[src/rtl/tla_pkg.sv]
`timescale 1ns / 1ps
// ----------------------------------------------------------------------------
// tla_pkg: shared types and constants for the two-limit thermostat alarm
// Holds the action and mode codes, the boot limits and the limit edit
// request that the top level passes to the limit editor.
// ----------------------------------------------------------------------------
package tla_pkg;

  // Width of one temperature or limit value.
  localparam int unsigned TempW = 7;

  // Limits loaded at reset.
  localparam logic [TempW-1:0] UPPER_BOOT = 7'd30;
  localparam logic [TempW-1:0] LOWER_BOOT = 7'd20;

  // Input action codes.
  typedef enum logic [2:0] {
    ACT_TICK   = 3'd0,
    ACT_SAMPLE = 3'd1,
    ACT_SET    = 3'd2,
    ACT_UP     = 3'd3,
    ACT_DOWN   = 3'd4
  } action_t;

  // Operating mode codes.
  typedef enum logic [1:0] {
    MODE_RUN        = 2'd0,
    MODE_EDIT_UPPER = 2'd1,
    MODE_EDIT_LOWER = 2'd2
  } mode_t;

  // Request to step one of the limits by one.
  typedef struct packed {
    logic sel_upper;
    logic sel_lower;
    logic inc;
  } edit_req_t;

endpackage

[src/rtl/two_limit_thermostat_alarm.sv]
`timescale 1ns / 1ps
// ----------------------------------------------------------------------------
// two_limit_thermostat_alarm: bang-bang thermostat with high and low alarm
// Takes ticks, temperature samples and set, up and down key presses, and
// returns one result item with relay, buzzer, mode and limit state for each.
// ----------------------------------------------------------------------------
// The block accepts one item in every clock cycle while in_ready is high and
// returns exactly one result item for each, in the cycle after acceptance,
// from a single output register. All state update is done in compare and
// add logic ahead of that register. in_ready is high whenever the output
// register is empty or its result is taken in the same cycle, so a stalled
// output holds the input side and the state together. The beeper toggles
// every TICKS_PER_TOGGLE tick items while an alarm holds; limits wrap above
// LIMIT_MAX to zero, and the upper limit is then kept above the lower.
module two_limit_thermostat_alarm
  import tla_pkg::*;
#(
  parameter int unsigned TICKS_PER_TOGGLE = 10,
  parameter int unsigned LIMIT_MAX        = 99
) (
  input  logic             clk,
  input  logic             rst,
  input  logic             in_valid,
  output logic             in_ready,
  input  logic [2:0]       action,
  input  logic [TempW-1:0] temperature,
  output logic             out_valid,
  input  logic             out_ready,
  output logic             fan_on,
  output logic             heater_on,
  output logic             beep_on,
  output logic [1:0]       edit_mode,
  output logic [TempW-1:0] upper_value,
  output logic [TempW-1:0] lower_value,
  output logic             commit
);

  localparam int unsigned TickW = (TICKS_PER_TOGGLE > 1) ? $clog2(TICKS_PER_TOGGLE) : 1;
  localparam logic [TickW:0] TicksW = (TickW + 1)'(TICKS_PER_TOGGLE);

  // State registers; the relay, mode and limit registers also drive the
  // result ports, since state only moves when the previous result is taken.
  mode_t            mode, mode_next;
  logic [TempW-1:0] upper_limit, upper_limit_next;
  logic [TempW-1:0] lower_limit, lower_limit_next;
  logic             beep_timer_run, beep_timer_run_next;
  logic [TickW-1:0] tick_count, tick_count_next;
  logic             beep_phase, beep_phase_next;
  logic             fan_bit, fan_bit_next;
  logic             heater_bit, heater_bit_next;
  logic             beep_bit, beep_bit_next;
  logic             commit_next;

  logic             accept;
  logic [TickW:0]   tick_sum;
  logic             high_alarm;
  logic             low_alarm;
  edit_req_t        edit_req;
  logic [TempW-1:0] upper_edit;
  logic [TempW-1:0] lower_edit;

  assign in_ready = !out_valid || out_ready;
  assign accept   = in_valid && in_ready;

  // Alarm compares against the current limits.
  assign high_alarm = upper_limit < temperature;
  assign low_alarm  = lower_limit > temperature;
  assign tick_sum   = {1'b0, tick_count} + 1'b1;

  // Limit edit request from the key and the mode.
  always_comb begin
    edit_req.inc       = (action_t'(action) == ACT_UP);
    edit_req.sel_upper = ((action_t'(action) == ACT_UP) || (action_t'(action) == ACT_DOWN))
                         && (mode == MODE_EDIT_UPPER);
    edit_req.sel_lower = ((action_t'(action) == ACT_UP) || (action_t'(action) == ACT_DOWN))
                         && (mode == MODE_EDIT_LOWER);
  end

  tla_limit_edit #(
    .LIMIT_MAX(LIMIT_MAX)
  ) u_limit_edit (
    .req        (edit_req),
    .upper_limit(upper_limit),
    .lower_limit(lower_limit),
    .upper_next (upper_edit),
    .lower_next (lower_edit)
  );

  // Next state for one item.
  always_comb begin
    mode_next           = mode;
    upper_limit_next    = upper_limit;
    lower_limit_next    = lower_limit;
    beep_timer_run_next = beep_timer_run;
    tick_count_next     = tick_count;
    beep_phase_next     = beep_phase;
    fan_bit_next        = fan_bit;
    heater_bit_next     = heater_bit;
    beep_bit_next       = beep_bit;
    commit_next         = 1'b0;
    unique case (action_t'(action))
      ACT_TICK: begin
        if (beep_timer_run) begin
          if (tick_sum >= TicksW) begin
            tick_count_next = '0;
            beep_phase_next = !beep_phase;
          end else begin
            tick_count_next = tick_sum[TickW-1:0];
          end
          if (mode == MODE_RUN) begin
            beep_bit_next = beep_phase_next;
          end
        end
      end
      ACT_SAMPLE: begin
        if (mode == MODE_RUN) begin
          if (high_alarm || low_alarm) begin
            beep_timer_run_next = 1'b1;
            beep_bit_next       = beep_phase;
          end else begin
            beep_timer_run_next = 1'b0;
            fan_bit_next        = 1'b0;
            heater_bit_next     = 1'b0;
            beep_bit_next       = 1'b0;
          end
          if (high_alarm) begin
            fan_bit_next = 1'b1;
          end
          if (low_alarm) begin
            heater_bit_next = 1'b1;
          end
        end
      end
      ACT_SET: begin
        unique case (mode)
          MODE_RUN:        mode_next = MODE_EDIT_UPPER;
          MODE_EDIT_UPPER: mode_next = MODE_EDIT_LOWER;
          default: begin
            mode_next   = MODE_RUN;
            commit_next = 1'b1;
          end
        endcase
      end
      ACT_UP, ACT_DOWN: begin
        upper_limit_next = upper_edit;
        lower_limit_next = lower_edit;
      end
      default: begin
      end
    endcase
  end

  // Control and state registers.
  always_ff @(posedge clk) begin
    if (rst) begin
      out_valid      <= 1'b0;
      mode           <= MODE_RUN;
      upper_limit    <= UPPER_BOOT;
      lower_limit    <= LOWER_BOOT;
      beep_timer_run <= 1'b0;
      tick_count     <= '0;
      beep_phase     <= 1'b1;
      fan_bit        <= 1'b0;
      heater_bit     <= 1'b0;
      beep_bit       <= 1'b0;
    end else begin
      if (accept) begin
        out_valid      <= 1'b1;
        mode           <= mode_next;
        upper_limit    <= upper_limit_next;
        lower_limit    <= lower_limit_next;
        beep_timer_run <= beep_timer_run_next;
        tick_count     <= tick_count_next;
        beep_phase     <= beep_phase_next;
        fan_bit        <= fan_bit_next;
        heater_bit     <= heater_bit_next;
        beep_bit       <= beep_bit_next;
      end else if (out_ready) begin
        out_valid <= 1'b0;
      end
    end
  end

  // Commit pulse belongs to the result item only.
  always_ff @(posedge clk) begin
    if (accept) begin
      commit <= commit_next;
    end
  end

  assign fan_on      = fan_bit;
  assign heater_on   = heater_bit;
  assign beep_on     = beep_bit;
  assign edit_mode   = mode;
  assign upper_value = upper_limit;
  assign lower_value = lower_limit;

  // The upper limit always stays strictly above the lower limit.
  a_limit_order: assert property (@(posedge clk) disable iff (rst)
    upper_limit > lower_limit)
    else $error("upper limit not above lower limit");

  // The beeper never sounds without a relay on.
  a_beep_with_relay: assert property (@(posedge clk) disable iff (rst)
    beep_bit |-> (fan_bit || heater_bit))
    else $error("beeper on with both relays off");

  // A commit result always reports run mode.
  a_commit_in_run: assert property (@(posedge clk) disable iff (rst)
    (out_valid && commit) |-> (mode == MODE_RUN))
    else $error("commit outside run mode");

  // The tick counter stays below the toggle period.
  a_tick_range: assert property (@(posedge clk) disable iff (rst)
    ({1'b0, tick_count} < TicksW) || (TICKS_PER_TOGGLE == 1))
    else $error("tick counter out of range");

endmodule

[src/rtl/tla_limit_edit.sv]
`timescale 1ns / 1ps
// ----------------------------------------------------------------------------
// tla_limit_edit: limit stepping logic
// Steps the selected limit up or down by one, wraps past the maximum to
// zero and keeps the upper limit strictly above the lower limit.
// ----------------------------------------------------------------------------
module tla_limit_edit
  import tla_pkg::*;
#(
  parameter int unsigned LIMIT_MAX = 99
) (
  input  edit_req_t        req,
  input  logic [TempW-1:0] upper_limit,
  input  logic [TempW-1:0] lower_limit,
  output logic [TempW-1:0] upper_next,
  output logic [TempW-1:0] lower_next
);

  localparam logic [TempW:0] LimitMaxW = (TempW + 1)'(LIMIT_MAX);

  logic [TempW:0] upper_ext;
  logic [TempW:0] lower_ext;
  logic [TempW:0] upper_step;
  logic [TempW:0] lower_step;

  assign upper_ext = {1'b0, upper_limit};
  assign lower_ext = {1'b0, lower_limit};

  // Upper limit: step, wrap above the maximum, then stay above the lower.
  always_comb begin
    upper_step = req.inc ? upper_ext + 1'b1 : upper_ext - 1'b1;
    if (upper_step > LimitMaxW) begin
      upper_step = '0;
    end
    if (upper_step <= lower_ext) begin
      upper_step = lower_ext + 1'b1;
    end
    upper_next = req.sel_upper ? upper_step[TempW-1:0] : upper_limit;
  end

  // Lower limit: step, wrap above the maximum, then stay below the upper.
  always_comb begin
    lower_step = req.inc ? lower_ext + 1'b1 : lower_ext - 1'b1;
    if (lower_step > LimitMaxW) begin
      lower_step = '0;
    end
    if (upper_ext <= lower_step) begin
      lower_step = upper_ext - 1'b1;
    end
    lower_next = req.sel_lower ? lower_step[TempW-1:0] : lower_limit;
  end

endmodule
[config.mk]
export PLATFORM = sky130hd
export DESIGN_NAME = two_limit_thermostat_alarm
export DESIGN_NICKNAME = d
export VERILOG_FILES = /design/src/rtl/tla_pkg.sv /design/src/rtl/two_limit_thermostat_alarm.sv /design/src/rtl/tla_limit_edit.sv
export SDC_FILE = /design/constraint.sdc
export NUM_CORES = 1
export LEC_CHECK = 0
export BUFFER_PORTS_ARGS = -buffer_cell sky130_fd_sc_hd__buf_2
export CAP_MARGIN = 20
export CORE_MARGIN = 2
export CORE_UTILIZATION = 55
export DETAILED_ROUTE_END_ITERATION = 16
export PLACE_DENSITY_LB_ADDON = 0.3
export RECOVER_POWER = 100
export SYNTH_ARGS = -nofsm -noshare
export SYNTH_HDL_FRONTEND = slang
export SYNTH_SLANG_ARGS = --single-unit
[constraint.sdc]
create_clock -name clk -period 9.3 [get_ports clk]
set_input_delay 0.93 -clock clk [delete_from_list [all_inputs] [get_ports clk]]
set_output_delay 0.93 -clock clk [all_outputs]
set_load 0.01 [all_outputs]
## Word-level counts from Yosys, hierarchy flattened

Cells that the tools add are included.

- Mux-type cells: 21
- Reductions and logical operators: 22
- Magnitude comparators: 7
- Add/subtract/negate cells: 5
- Equality and inequality tests: 11

Operator list:

| cell | count |
|---|---|
| $mux 8 | 4 |
| $add 7x1->8 const B | 2 |
| $gt 8x7->1 const B | 2 |
| $sub 7x1->8 const B | 2 |
| $mux 7 | 2 |
| $mux 1 | 12 |
| $reduce_and 3->1 | 4 |
| $ne 2x2->1 const B | 5 |
| $le 7x8->1 | 1 |
| $le 8x7->1 | 1 |
| $reduce_and 4->1 | 2 |
| $gt 7x7->1 | 1 |
| $lt 7x7->1 | 1 |
| $eq 3x2->1 const B | 2 |
| $add 4x1->5 const B | 1 |
| $ge 5x4->1 const B | 1 |
| $reduce_and 5->1 | 1 |
| $mux 4 | 1 |
| $pmux 2 s2 | 1 |
| $reduce_bool 2->1 | 2 |
| $reduce_or 2->1 | 2 |
| $eq 3x1->1 const B | 1 |
| $eq 3x3->1 const B | 1 |
| $logic_and 1x1->1 | 3 |
| other kinds (8) | 11 |

- Flip-flop bits (word level): 27
- Logic and storage cells: 77
- Bits of input ports: 14
- Output and inout port bits: 22

## Longest topological paths before layout

Gate-level depths: netlist (run 1).

- Depth after elaboration: 6
- Mapped depth: 16
- Gate-level depth less buffers: 15

## By module

Synthesis (run 1) repeated with hierarchy kept, for this count alone.

- Cells, all modules: 409
- Area total of the unflattened synthesis: 3,101.7 um2

By module, submodules not included:

| module | times used | cells an instance | area each (um2) | seq. area each (um2) |
|---|---|---|---|---|
| tla_limit_edit | 1 | 228 | 1,576.5 | 0.0 |
| two_limit_thermostat_alarm | 1 | 181 | 1,525.2 | 550.5 |

## Worst setup path after synthesis (run 1)

OpenSTA, ideal clock, no wires.

- Kind: input to register
- Start: input port action[2]
- End: register lower_limit[0], in the netlist lower_value[0]
- Setup slack: 5,486 ps
- Path buffers: 2
- Required time: 9,214 ps
- Data arrival time: 3,727 ps
- Stages on the path: 15
- Setup time: 86 ps
- Path through: and3b_1 buf_6 mux2i_4 mux2_4 o22ai_2 o21a_1 nand2_1 ha_1 a21oi_1 o21ai_0 nor4_1 or3_1 clkbuf_1 a21oi_1 a221oi_2

- Longest elaborated chain between the ends: 6
- Elaborated cells on any way between the ends: 11
- Classes of those cells: order compare: 2; eq/ne: 2; mux: 3; reduce/logical: 4

Ends and longest elaborated chain:

| item | line | source |
|---|---|---|
| start, declared | two_limit_thermostat_alarm.sv:25 | `input logic [2:0] action,` |
| $eq 3x2->1 | two_limit_thermostat_alarm.sv:72, two_limit_thermostat_alarm.sv:75, two_limit_thermostat_alarm.sv:101 |  |
| $mux 8 | tla_limit_edit.sv:43 | `lower_step = req.inc ? lower_ext + 1'b1 : lower_ext - 1'b1;` |
| $gt 8x7->1 | tla_limit_edit.sv:44 | `if (lower_step > LimitMaxW) begin` |
| $mux 8 | tla_limit_edit.sv:44 |  |
| $le 7x8->1 | tla_limit_edit.sv:47 | `if (upper_ext <= lower_step) begin` |
| $mux 7 | tla_limit_edit.sv:47 |  |
| end signal, assigned | two_limit_thermostat_alarm.sv:171 | `lower_limit <= lower_limit_next;` |
| end, declared | two_limit_thermostat_alarm.sv:45 | `logic [TempW-1:0] lower_limit, lower_limit_next;` |

Parallel ways exist; a longest one is shown, timed or not.
A chain may end at the register's enable or synchronous reset.

## Final worst setup path (run 1)

- Start: input port action[0]
- End: register upper_limit[4], in the netlist upper_value[4]

- Longest elaborated chain between the ends: 6
- Elaborated cells on any way between the ends: 11
- Classes of those cells: order compare: 2; eq/ne: 2; mux: 3; reduce/logical: 4

Ends and longest elaborated chain:

| item | line | source |
|---|---|---|
| $eq 3x2->1 | two_limit_thermostat_alarm.sv:72, two_limit_thermostat_alarm.sv:73, two_limit_thermostat_alarm.sv:101 |  |
| $mux 8 | tla_limit_edit.sv:31 | `upper_step = req.inc ? upper_ext + 1'b1 : upper_ext - 1'b1;` |
| $gt 8x7->1 | tla_limit_edit.sv:32 | `if (upper_step > LimitMaxW) begin` |
| $mux 8 | tla_limit_edit.sv:32 |  |
| $le 8x7->1 | tla_limit_edit.sv:35 | `if (upper_step <= lower_ext) begin` |
| $mux 7 | tla_limit_edit.sv:35 |  |
| end signal, assigned | two_limit_thermostat_alarm.sv:170 | `upper_limit <= upper_limit_next;` |
| end, declared | two_limit_thermostat_alarm.sv:44 | `logic [TempW-1:0] upper_limit, upper_limit_next;` |

Parallel ways exist; a longest one is shown, timed or not.

==> results of run 1 <==
## final cells by class
type,count,area [um2]
fill,544,2260
timing repair buffer,36,153
clock inverter,1,8.76
clock buffer,3,41.3
inverter,30,113
multi-input combinational,310,2260
sequential,27,551
tap,72,90.1
## worst paths after layout
kind | startpoint | to | slack, ns | cells after the start
max | action[0] | upper_value[4] | 4.44 | 14
min | tick_count[3] | tick_count[3] | 0.49 | 2
max reg2reg | upper_value[0] | upper_value[4] | 4.82 | 15
min reg2reg | tick_count[3] | tick_count[3] | 0.49 | 2
## critical path, stage by stage
cell	delay, ns
clkbuf_1	0.31
and3b_1	0.68
mux2i_1	0.38
xor2_1	0.15
nor4_1	0.45
o21ai_0	0.41
nand2b_1	0.27
ha_1	0.27
nand4_1	0.10
nor2_1	0.05
a21o_1	0.17
a21o_1	0.25
a221oi_1	0.48
o31ai_2	0.12
## power breakdown
part / switching, mW / leakage (nW) / internal (mW) / total, mW
clock network: 0.0465 / 0.0261 / 0.0317 / 0.0782
registers: 0.00127 / 0.220 / 0.118 / 0.119
logic: 0.0182 / 1.03 / 0.0106 / 0.0288
total: 0.0660 / 1.28 / 0.160 / 0.226
## sequential cells by signal, summed over array words and instances, names as in the netlist, 2 cells and up
signal	cells
edit_mode	2
upper_value	7
lower_value	7
tick_count	4
## cell families after synthesis
| group | after synthesis |
|---|---|
| xor+xnor | 24 |
| buf+inv | 52 |
| flops | 27 |
| simple gates | 145 |
| mux | 6 |
| fa+ha+maj | 33 |
| compound gates | 102 |
## layer usage
layer	vias up	global-route usage, %	part of all wire [%]
met5	-	0	0
met4	0	8.97	2.3
met3	17	2.73	5.1
met2	110	45.8	45
met1	1447	37.6	47
li1	1480	-	-
## stage by stage
| step | hold slack, ns | setup WS, ns |
|---|---|---|
| 2_1_floorplan | 0.442 | 5.49 |
| 3_3_place_gp | 0.459 | 4.70 |
| 3_5_place_dp | 0.472 | 4.66 |
| 4_1_cts | 0.489 | 4.97 |
| 5_1_grt | 0.519 | 4.05 |
| 6_report | 0.487 | 4.44 |
## cell usage after synthesis, types with 4 or more instances
cell type and count:
dfxtp_1 26, nand3_1 18, nand2_1 27, and4_1 5, o2111ai_1 5, clkbuf_1 13, o31ai_2 4, nor2_1 28
nor3_1 16, a21oi_1 23, inv_1 30, a32oi_1 4, o21ai_0 7, ha_1 33, a21o_1 5, or2_2 4
or3_1 7, o211ai_1 4, buf_2 7, o21a_1 5, xor2_1 4, nor2b_1 8, nand2b_1 6, o21ai_1 4
nand4_1 4, xnor2_1 20, and3_1 5, a221oi_1 4
==> qor.txt, run 1 <==
Max Fclk: 0.206 GHz
Worst Hold Class: register to register
CTS Buf Count: 3
H-Tree Depth: 1
syn_area_per_cell: 7.95 um2
clock tree buffer depth: 2
Worst-path clk slew: 0.12 ns
first-pass GRT wire length: 13.7 mm
Post-synth EDFFs: 1
mux share of post-synthesis cell area: 2.91%
antenna violations before repair: 0
final hold vios: 0
Final period util: 52.3%
most frequent cells in the layout: ha_1, inv_1, nor2_1
DRT antenna net count: 0
Post-Syn Instances: 389
worst vdd ir: 0.0000498 V
via/cell ratio: 6.38
post-route setup TNS: 0 ns
Critical Path RT: 9.46 ns
post-synthesis xor/xnor area fraction: 6.80%
pin count of the biggest net entering global routing: 27
Synth Cell Area: 0.00309 mm2
CTS Root Cell: clkbuf_8
detailed placer's ending HPWL: 6.28 mm
drt first pass iters: 5
placer congestion estimate: 0.879
Power Total: 0.226 mW
Die X: 79.0 um
Top FF cell, synth: dfxtp_1
post-CTS setup buffer count: 0
clk sinks: 27
DRT iter0 DRCs: 286
total track usage: 27.6%
crit-path max FO: 13
ANT cells: 0
final wirelength: 8.37 mm
crit end category: register
wire per inst: 17.5 um
placed cell areas: 0.00326 mm2
WP data arrival: 5.02 ns
die area: 0.00624 mm2
Crit Path Class: primary input to register
Finished Layout Cells: 479
biggest area consumer among synthesized cells: dfxtp_1
Port Buffers: 35
Worst setup SP type: primary input
clk_skew: 0.0103 ns
Synth Net Count: 436
compound-gate portion of the synthesized area: 26.7%
CTS resizes: 0
Area growth syn-to-layout: 3.97%
largest family of logic cells by synthesized area: compound AO/OA/AOI/OAI gates
Synth area leaders: dfxtp_1, ha_1, xnor2_1
sequential element share of the synthesized area: 17.8%
Simple-Gate Fraction of Synth Area: 25.4%
Clock Latency Late Sink: 0.30 ns
Post-Synth Adder-Cell Area: 13.4%
nets@finish: 455
most common cell after layout, fill and taps aside: ha_1
Via Count: 3054
fin area: 0.00321 mm2
FFs w/ async S/R, synth: 0%
Pins Over Slew Limit: 0
total congestion overflow: 0
DRC Markers: 0
placed cells: 475
Ys Warns: 0
Pwr Density: 70.2 mW/mm2
Starting Density: 56.5%
Synth top area share: 16.8%
CTS tree: yes
outcome: complete, no violations
share of layout cells above drive strength 1: 8.35%
Max Cap Viol: 0
die height: 79.0 um
core area: 0.00547 mm2
worst slew pin tran: 1.33 ns
row cnt: 27
post-route core utilization: 58.7%
leakage: 1.28 nW
Final min period: 4.86 ns
Rel. slew slack: 11.2%
Yosys cell types: 68
Post-CTS Hold Buffers: 0
vias in the first global route: 2876
RSZ-0062 raised after global routing: false
count of state elements after synthesis: 27
Setup Viol. Count Final: 0
IO Pins: 36
(Power assumes the default switching activity.)
==> run 2, diff against run 1 <==
Settings changed: CORE_UTILIZATION 55 to 54.
Clock period 9.3 ns to 3.9 ns, I/O delays scaled along.
==> run 2 against run 1 <==
  * First-iteration DRC count up 21%
  * Flip-flop and latch count unchanged
  * Combinational power grew to 2.6 times the previous value
  * Non-clock buffer count grew 21
==> qor.txt, run 2 (same netlist as run 1, synthesis figures left out) <==
outcome: complete, no violations
final wirelength: 8.46 mm (+1.1%)
Setup WS post-layout: 0.181 ns (-4.26 ns)
share of layout cells above drive strength 1: 17.1% (+8.7 points)
die height: 79.7 um (+0.87%)
WP data arrival: 3.90 ns (-1.12 ns)
leakage: 1.41 nW (+9.8%)
final hold vios: 0 (unchanged)
most frequent cells in the layout: ha_1, inv_1, nor2_1
most common cell after layout, fill and taps aside: ha_1
Port Buffers: 35 (unchanged)
Max Cap Viol: 0 (unchanged)
detailed placer's ending HPWL: 6.62 mm (+5.4%)
clk sinks: 27 (unchanged)
worst vdd ir: 0.000133 V (+170%)
DRC Markers: 0 (unchanged)
Area growth syn-to-layout: 11.7%
clk_skew: 0.00863 ns (-0.00165 ns)
Cell Int Power: 0.386 mW (+140%)
dpl ws: 0.0485 ns (-4.61 ns)
wire per inst: 16.9 um (-3.2%)
via/cell ratio: 6.20 (-2.8%)
Final min period: 3.72 ns
Max Fclk: 0.269 GHz
nets@finish: 476 (+4.6%)
Pwr Density: 157 mW/mm2 (+120%)
clock network power share: 34.2% (-0.4 points)
CTS Buf Count: 3 (unchanged)
Rel. slew slack: 48.4% (+37 points)
pin count of the biggest net entering global routing: 27 (unchanged)
Via Count: 3098 (+1.4%)
Setup Viol. Count Final: 0 (unchanged)
crit-path max FO: 9 (-4)
CTS Root Cell: clkbuf_8
core area: 0.00551 mm2 (+0.62%)
placer congestion estimate: 0.904 (+2.8%)
Worst-path clk slew: 0.12 ns (about the same)
Seq pwr share: 52.0% (-0.6 points)
Crit Path Class: register to register
DRT iter0 DRCs: 345 (+21%)
P_sw: 0.158 mW (+140%)
Clock Latency Late Sink: 0.29 ns (about the same)
Critical Path RT: 4.08 ns (-5.38 ns)
H-Tree Depth: 1 (unchanged)
CTS tree: yes
first-pass GRT wire length: 13.4 mm (-2.2%)
Fillers: 470 (-14%)
hold_ws: 0.372 ns (-0.115 ns)
ANT cells: 0 (unchanged)
DRT antenna net count: 0 (unchanged)
post-route setup TNS: 0 ns (unchanged)
vias in the first global route: 2766 (-3.8%)
total congestion overflow: 0 (unchanged)
antenna violations before repair: 0 (unchanged)
Final period util: 95.4%
Comb pwr share: 13.8% (+1.0 points)
Worst setup SP type: register
clock tree buffer depth: 2 (unchanged)
worst slew pin tran: 0.774 ns (-0.558 ns)
Pins Over Slew Limit: 0 (unchanged)
total track usage: 26.9% (-0.67 points)
Worst Hold Class: primary input to register
drt first pass iters: 5 (unchanged)
Post-CTS Hold Buffers: 0 (unchanged)
Switching Share: 29.0% (-0.22 points)
IO Pins: 36 (unchanged)
Die X: 79.7 um (+0.87%)
row cnt: 27 (unchanged)
Starting Density: 56.1% (-0.35 points)
die area: 0.00635 mm2 (+1.8%)
crit end category: register
==> run 2: changes by cell type in the layout (fill, tap and decap cells not counted), sizes merged <==
cell	delta
buf	+25
clkbuf	-4
==> run 2: area by class of cell <==
cell class              count  area (um2)  share of cell area [%]
repair buffers             57         303                    8.77
clock buffers               3        41.3                    1.20
flip-flops and latches     27         552                    16.0
multi-input cells         310        2340                    67.9
clock inverters             1        8.76                   0.254
well taps                  72        90.1                    2.61
inverters                  30         113                    3.26
==> run 2: repair_timing <==
action	CTS	global route
endpoints found under the setup margin	0	10
gates resized for setup	0	9
buffers inserted	0	3
==> run 2: metrics by stage <==
step	cell area (um2)	total power, mW	util [%]	instances
after CTS	3440	0.545	62.5	497
after global routing	3450	0.567	62.7	500
after global placement	3390	0.361	61.6	493
after floorplan	3090	0.338	-	389
final	3450	0.543	62.7	500
after detailed placement	3390	0.363	61.6	493
==> run 2: worst paths after layout <==
path / cells past startpoint / from / slack, ns / end
max: 14 / lower_value[0] / 0.18 / lower_value[4]
min reg2reg: 2 / fan_on / 0.48 / fan_on
max reg2reg: 14 / lower_value[0] / 0.18 / lower_value[4]
min: 3 / in_valid / 0.37 / out_valid
==> run 2: metal layers <==
metal / vias up / global-route usage, % / share of wire [%]
met3: 20 / 2.94 / 6.2
met2: 118 / 42.3 / 46
met5: - / 0 / 0
li1: 1519 / - / -
met1: 1441 / 38.2 / 46
met4: 0 / 8.97 / 2.2
==> run 2: critical path, stage by stage, from the launching register on <==
cell and delay [ns]:
dfxtp_1 0.44, clkbuf_1 0.35, and3_1 0.34, mux2i_4 0.13, mux2_4 0.34, o22ai_2 0.23, o21a_1 0.19, nand2_1 0.07
ha_1 0.27, nand4_1 0.12, a21oi_1 0.15, nor4_1 0.07, or3_1 0.48, a221oi_1 0.32, o31ai_1 0.12
==> run 2: power groups by stage <==
stage | clock (mW) | sequential, mW | combinational, mW
2_1_floorplan | 0 | 0.290 | 0.0485
3_3_place_gp | 0 | 0.289 | 0.0718
3_5_place_dp | 0 | 0.289 | 0.0740
4_1_cts | 0.188 | 0.283 | 0.0745
5_1_grt | 0.200 | 0.283 | 0.0839
6_report | 0.186 | 0.282 | 0.0752
